[config.mk]
export PLATFORM = sky130hd
export DESIGN_NAME = rbl_cell
export DESIGN_NICKNAME = d
export VERILOG_FILES = /design/src/rtl/rbl_pkg.sv /design/src/rtl/rbl_cell.sv
export SDC_FILE = /design/constraint.sdc
export NUM_CORES = 1
export LEC_CHECK = 0
export ABC_AREA = 1
export BUFFER_PORTS_ARGS = -buffer_cell sky130_fd_sc_hd__buf_2
export CORE_MARGIN = 2
export CORE_UTILIZATION = 55
export DETAILED_ROUTE_END_ITERATION = 12
export PLACE_DENSITY = 0.84
export SLEW_MARGIN = 20
export SYNTH_ARGS = -nofsm -noshare
export SYNTH_HDL_FRONTEND = slang
export SYNTH_SLANG_ARGS = --single-unit
[constraint.sdc]
create_clock -name clk -period 3.5 [get_ports clk]
set_clock_uncertainty 0.05 [all_clocks]
set_input_delay 0 -clock clk [delete_from_list [all_inputs] [get_ports clk]]
set_output_delay 0 -clock clk [all_outputs]
set_load 0.02 [all_outputs]
[src/rtl/rbl_pkg.sv]
// rbl_pkg: constants, codes and types shared by the rectangle block locator
// holds the request and response structs, the rectangle record and the query token
// no dependencies
package rbl_pkg;

    localparam int MAX_RECTS  = 64;
    localparam int COORD_BITS = 12;

    localparam int IDX_W     = (MAX_RECTS > 1) ? $clog2(MAX_RECTS) : 1;
    localparam int CNT_W     = IDX_W + 1;
    localparam int GUESS_W   = 6;
    localparam int INDEX_W   = 6;
    localparam int LEN_W     = COORD_BITS + 1;
    localparam int CFG_IDX_W = 2;
    localparam int CFG_W     = COORD_BITS + 1;
    localparam int GC_W      = (CNT_W > GUESS_W) ? CNT_W : GUESS_W;

    localparam logic [LEN_W-1:0] LATTICE_MAX = {1'b1, {COORD_BITS{1'b0}}};

    localparam logic [CFG_IDX_W-1:0] CFG_LATTICE_WIDTH  = CFG_IDX_W'(0);
    localparam logic [CFG_IDX_W-1:0] CFG_LATTICE_HEIGHT = CFG_IDX_W'(1);

    typedef enum logic [1:0] {
        CMD_ADD     = 2'd0,
        CMD_LOCATE  = 2'd1,
        CMD_CHUNK_X = 2'd2,
        CMD_CHUNK_Y = 2'd3
    } cmd_t;

    typedef enum logic [1:0] {
        ST_IDLE,
        ST_SCAN,
        ST_DRAIN
    } state_t;

    typedef struct packed {
        cmd_t                  cmd;
        logic [COORD_BITS-1:0] pos_x;
        logic [COORD_BITS-1:0] pos_y;
        logic [COORD_BITS-1:0] end_x;
        logic [COORD_BITS-1:0] end_y;
        logic [GUESS_W-1:0]    start_guess;
    } req_t;

    typedef struct packed {
        logic [INDEX_W-1:0] block_index;
        logic               hit;
        logic [LEN_W-1:0]   chunk_len;
        logic               fault;
    } rsp_t;

    typedef struct packed {
        logic [COORD_BITS-1:0] left;
        logic [COORD_BITS-1:0] right;
        logic [COORD_BITS-1:0] bottom;
        logic [COORD_BITS-1:0] top;
    } rect_t;

    typedef struct packed {
        cmd_t                  cmd;
        logic [COORD_BITS-1:0] x;
        logic [COORD_BITS-1:0] y;
        logic [IDX_W-1:0]      guess;
        logic [CNT_W-1:0]      count;
        logic [IDX_W-1:0]      cur;
        logic                  hi_found;
        logic [IDX_W-1:0]      hi_idx;
        logic                  lo_found;
        logic [IDX_W-1:0]      lo_idx;
        logic [COORD_BITS-1:0] far;
        logic [LEN_W-1:0]      gap;
    } tok_t;

endpackage

[src/rtl/rbl_cell.sv]
// rbl_cell: one table entry of the locator chain
// holds one rectangle and updates the passing query token by one step
// depends on rbl_pkg
module rbl_cell
    import rbl_pkg::*;
(
    input  logic  clk,
    input  logic  rst_n,
    input  logic  wr_en,
    input  rect_t wr_rect,
    input  logic  in_valid,
    input  tok_t  in_tok,
    output logic  out_valid,
    output tok_t  out_tok
);

    rect_t rect_reg;
    logic  out_valid_reg;
    tok_t  out_tok_reg;
    tok_t  tok_next;

    logic active;
    logic in_x;
    logic in_y;
    logic covered;
    logic past_guess;

    always_comb
    begin
        tok_next   = in_tok;
        active     = CNT_W'(in_tok.cur) < in_tok.count;
        in_x       = (in_tok.x >= rect_reg.left) && (in_tok.x <= rect_reg.right);
        in_y       = (in_tok.y >= rect_reg.bottom) && (in_tok.y <= rect_reg.top);
        covered    = active && in_x && in_y;
        past_guess = in_tok.cur >= in_tok.guess;

        if (covered && past_guess && !in_tok.hi_found)
        begin
            tok_next.hi_found = 1'b1;
            tok_next.hi_idx   = in_tok.cur;
            tok_next.far      = (in_tok.cmd == CMD_CHUNK_X) ? rect_reg.right : rect_reg.top;
        end
        if (covered && !past_guess && !in_tok.lo_found)
        begin
            tok_next.lo_found = 1'b1;
            tok_next.lo_idx   = in_tok.cur;
        end

        // nearest covered cell beyond the point along the chunk axis
        if (active && (in_tok.cmd == CMD_CHUNK_X) && in_y && (rect_reg.left > in_tok.x)
            && ({1'b0, rect_reg.left} < in_tok.gap))
        begin
            tok_next.gap = {1'b0, rect_reg.left};
        end
        if (active && (in_tok.cmd == CMD_CHUNK_Y) && in_x && (rect_reg.bottom > in_tok.y)
            && ({1'b0, rect_reg.bottom} < in_tok.gap))
        begin
            tok_next.gap = {1'b0, rect_reg.bottom};
        end

        tok_next.cur = in_tok.cur + IDX_W'(1);
    end

    always_ff @(posedge clk)
    begin
        if (wr_en)
        begin
            rect_reg <= wr_rect;
        end
    end

    always_ff @(posedge clk or negedge rst_n)
    begin
        if (!rst_n)
        begin
            out_valid_reg <= 1'b0;
        end
        else
        begin
            out_valid_reg <= in_valid;
        end
    end

    always_ff @(posedge clk)
    begin
        if (in_valid)
        begin
            out_tok_reg <= tok_next;
        end
    end

    assign out_valid = out_valid_reg;
    assign out_tok   = out_tok_reg;

endmodule

==> flow_summary.ini <==
[outcome]
status = completed

[synthesis]
yosysWarnings = 0
syn_area_um2 = 7292
synth_top_area_cell = edfxtp_1
ys_seq_elements = 133
synth-edff-count = 132
synthArstFlopShare_pct = 0.7519
syn_nets = 926
yosysSeqAreaShare_pct = 54.70
synth.top_cell.area_share_pct = 54.36
synth.area.top_cells = edfxtp_1 (54%), ha_1 (14%), nand2_1 (9.0%)
synthFlopType = edfxtp_1
postSynthCellCount = 708
synth_cell_types = 33
syn-mean-instance-area_um2 = 10.30

[sta]
maxSlewHeadroom_pct = 26.69
fin_crit_sh_pct = 92.74
drv_slew = 0
fmax_mhz = 308.1
setup_viol = 0
rsz0062_at_grt = no
hold_viol = 0
fin_ws_ps = 254.0
worst_slew_pin_slew_ps = 1100
fin_crit_ps = 3246
fin_tns_setup_ps = 0

[routing]
wl_per_cell_um = 18.30
avgViaCountPerCell = 5.362
ant_nets = 0
wirelength_mm = 23.07
first_pass_iters = 5
vias = 6762
drc = 0
drt_iter0_drc = 703

[grt]
antenna_found_initial = 1
grt_start_max_net_pins = 86
gr-total-overflow = 0
grt_use_total_pct = 32.96
grt_pass1_wl_mm = 35.29
grt_pass1_vias = 6993

[clock_network]
cts_buffers = 17
cts_tree = built
clkTransAtPathRegs_ps = 60
ctsRootBufferMaster = clkbuf_16
insertion_delay_ps = 420
clock-sinks = 133
hold_buffers = 139
post_cts_buffers = 0
ctsResizeCount = 0
cts_buffer_depth = 2
h-tree-depth = 4

[setup_path]
path_class = flip-flop to flip-flop
critPathCaptureType = flip-flop
cp-start-kind = flip-flop
worstPathCellList = ha_1 -> nand2_1 -> nor2_1 -> and2_1 -> nand4_1 -> nand2_1 -> nand2_2 -> nor2_8 -> nand3_4 -> nand2_1 -> nand2_1 -> dlygate4sd3_1
critPathSlowestCell = dlygate4sd3_1
crit_fanout = 26
arrival_ps = 3360
path_delay_family = simple AND/OR/NAND/NOR gates
required_ps = 3610
cpMostUsedCell = nand2_1
cp_num_buf_inv = 1
max_stage_delay_ps = 570

[placed_design]
port_buffers = 220
dp_worst_setup_slack_ps = 751.5
hpwl_mm = 14.03
place.gp.congestion = 0.8829

[die]
die_w_um = 119.1
rows = 42
io_pins = 221
start_util_pct = 55.73
die_y_um = 119.1
core_um2 = 13090
die_area_um2 = 14200

[cells_and_area]
final_core_util_pct = 80.57
drive_gt1_share_pct = 24.82
nFillCells = 767
nNetsFinal = 1290
area_growth_pct = 44.58
final_cell_mix = buf_2 (218), nand2_1 (175), dlygate4sd3_1 (139)
largest_reg_flops = 84
layout_commonest_cell = buf_2

[power]
vdd_drop_max_mv = 0.3486
power_density_nw_per_um2 = 446.9
power.leakage_nw = 5.186

[min_path]
hold_path.class = input pin to flip-flop

[run]
drv_cap = 0
## synth_stat cells, types with 2 or more instances
| library cell | n |
|---|---|
| nand2_1 | 175 |
| edfxtp_1 | 132 |
| inv_1 | 120 |
| ha_1 | 82 |
| nand4_1 | 50 |
| nor2_1 | 28 |
| a21oi_1 | 25 |
| nand3_1 | 23 |
| o21ai_0 | 15 |
| clkbuf_1 | 6 |
| a21o_1 | 5 |
| buf_2 | 5 |
| nor3_1 | 5 |
| xor2_1 | 4 |
| buf_4 | 3 |
| buf_6 | 3 |
| nand3_2 | 3 |
| o211ai_1 | 3 |
| and2_1 | 2 |
| inv_2 | 2 |
| nand2_2 | 2 |
| nand3_4 | 2 |
| nor2_2 | 2 |
| o21a_1 | 2 |
## power breakdown
| group | internal (mW) | total [mW] | leakage (nW) | switching (mW) |
|---|---|---|---|---|
| combinational | 0.366 | 0.893 | 3.59 | 0.527 |
| clock | 1.18 | 1.86 | 0.288 | 0.679 |
| sequential | 1.90 | 1.96 | 1.30 | 0.0603 |
## final cells by class
cell class | count | area [um2] | share of cell area, %
Sequential cell | 133 | 3989 | 37.84
Multi-Input combinational cell | 436 | 2741 | 26.00
Timing Repair Buffer | 362 | 2520 | 23.90
Inverter | 122 | 457.9 | 4.344
Clock buffer | 17 | 425.4 | 4.035
Tap cell | 176 | 220.2 | 2.089
Clock inverter | 14 | 186.4 | 1.768
Antenna cell | 1 | 2.502 | 0.02374
## logic make-up (layout without fill, tap and decap cells)
kind of cell               count (synthesis)  in the layout  share of synthesized area, %
AOI/OAI and AO/OA                         52             52                         4.101
and+or+nand+nor                          297            297                         18.79
buffers and inverters                    139            515                         7.704
DFF                                      133            133                         54.70
muxes                                      1              1                        0.1544
adders and majority gates                 82             82                         14.07
xor gates and xnor gates                   4              4                        0.4804
other                                      0              1                             0
## per-layer routing
layer / wire (um) / global-route usage, % / vias to the layer above
li1: - / - / 3147
met1: 8360 / 36.09 / 3155
met2: 11970 / 60.56 / 376
met3: 1785 / 7.615 / 84
met4: 960 / 14.58 / 0
met5: 0 / 0 / -
## path summary, 6_finish.rpt
path                            depth (start not counted)    startpoint     endpoint  slack, ps
worst max-delay path                                   12  rect_reg[23]  out_tok[36]        250
worst min-delay path                                    3    in_tok[42]  out_tok[42]         60
worst max register to register                         12  rect_reg[23]  out_tok[36]        250
worst min register to register                          2  rect_reg[21]   out_tok[9]        670
max in group asynchronous                               3         rst_n    out_valid       2930
min in group asynchronous                               3         rst_n    out_valid        370
## per-stage QoR
stage | area [um2] | total power, mW | hold WS [ps] | cells
3_5_place_dp | 8534 | 2.714 | -273.4 | 1090
2_1_floorplan | 7292 | 2.417 | -345.6 | 708
4_1_cts | 10540 | 4.673 | 10.90 | 1260
5_1_grt | 10540 | 4.882 | 47.55 | 1261
6_report | 10540 | 4.712 | 55.30 | 1261
3_3_place_gp | 8534 | 2.690 | -274.6 | 1090
## tightest hold or removal path, cell delays in order
cell    delay (ps)
buf_2          160
inv_1          110
xor2_1          70
(Power assumes the default switching activity.)
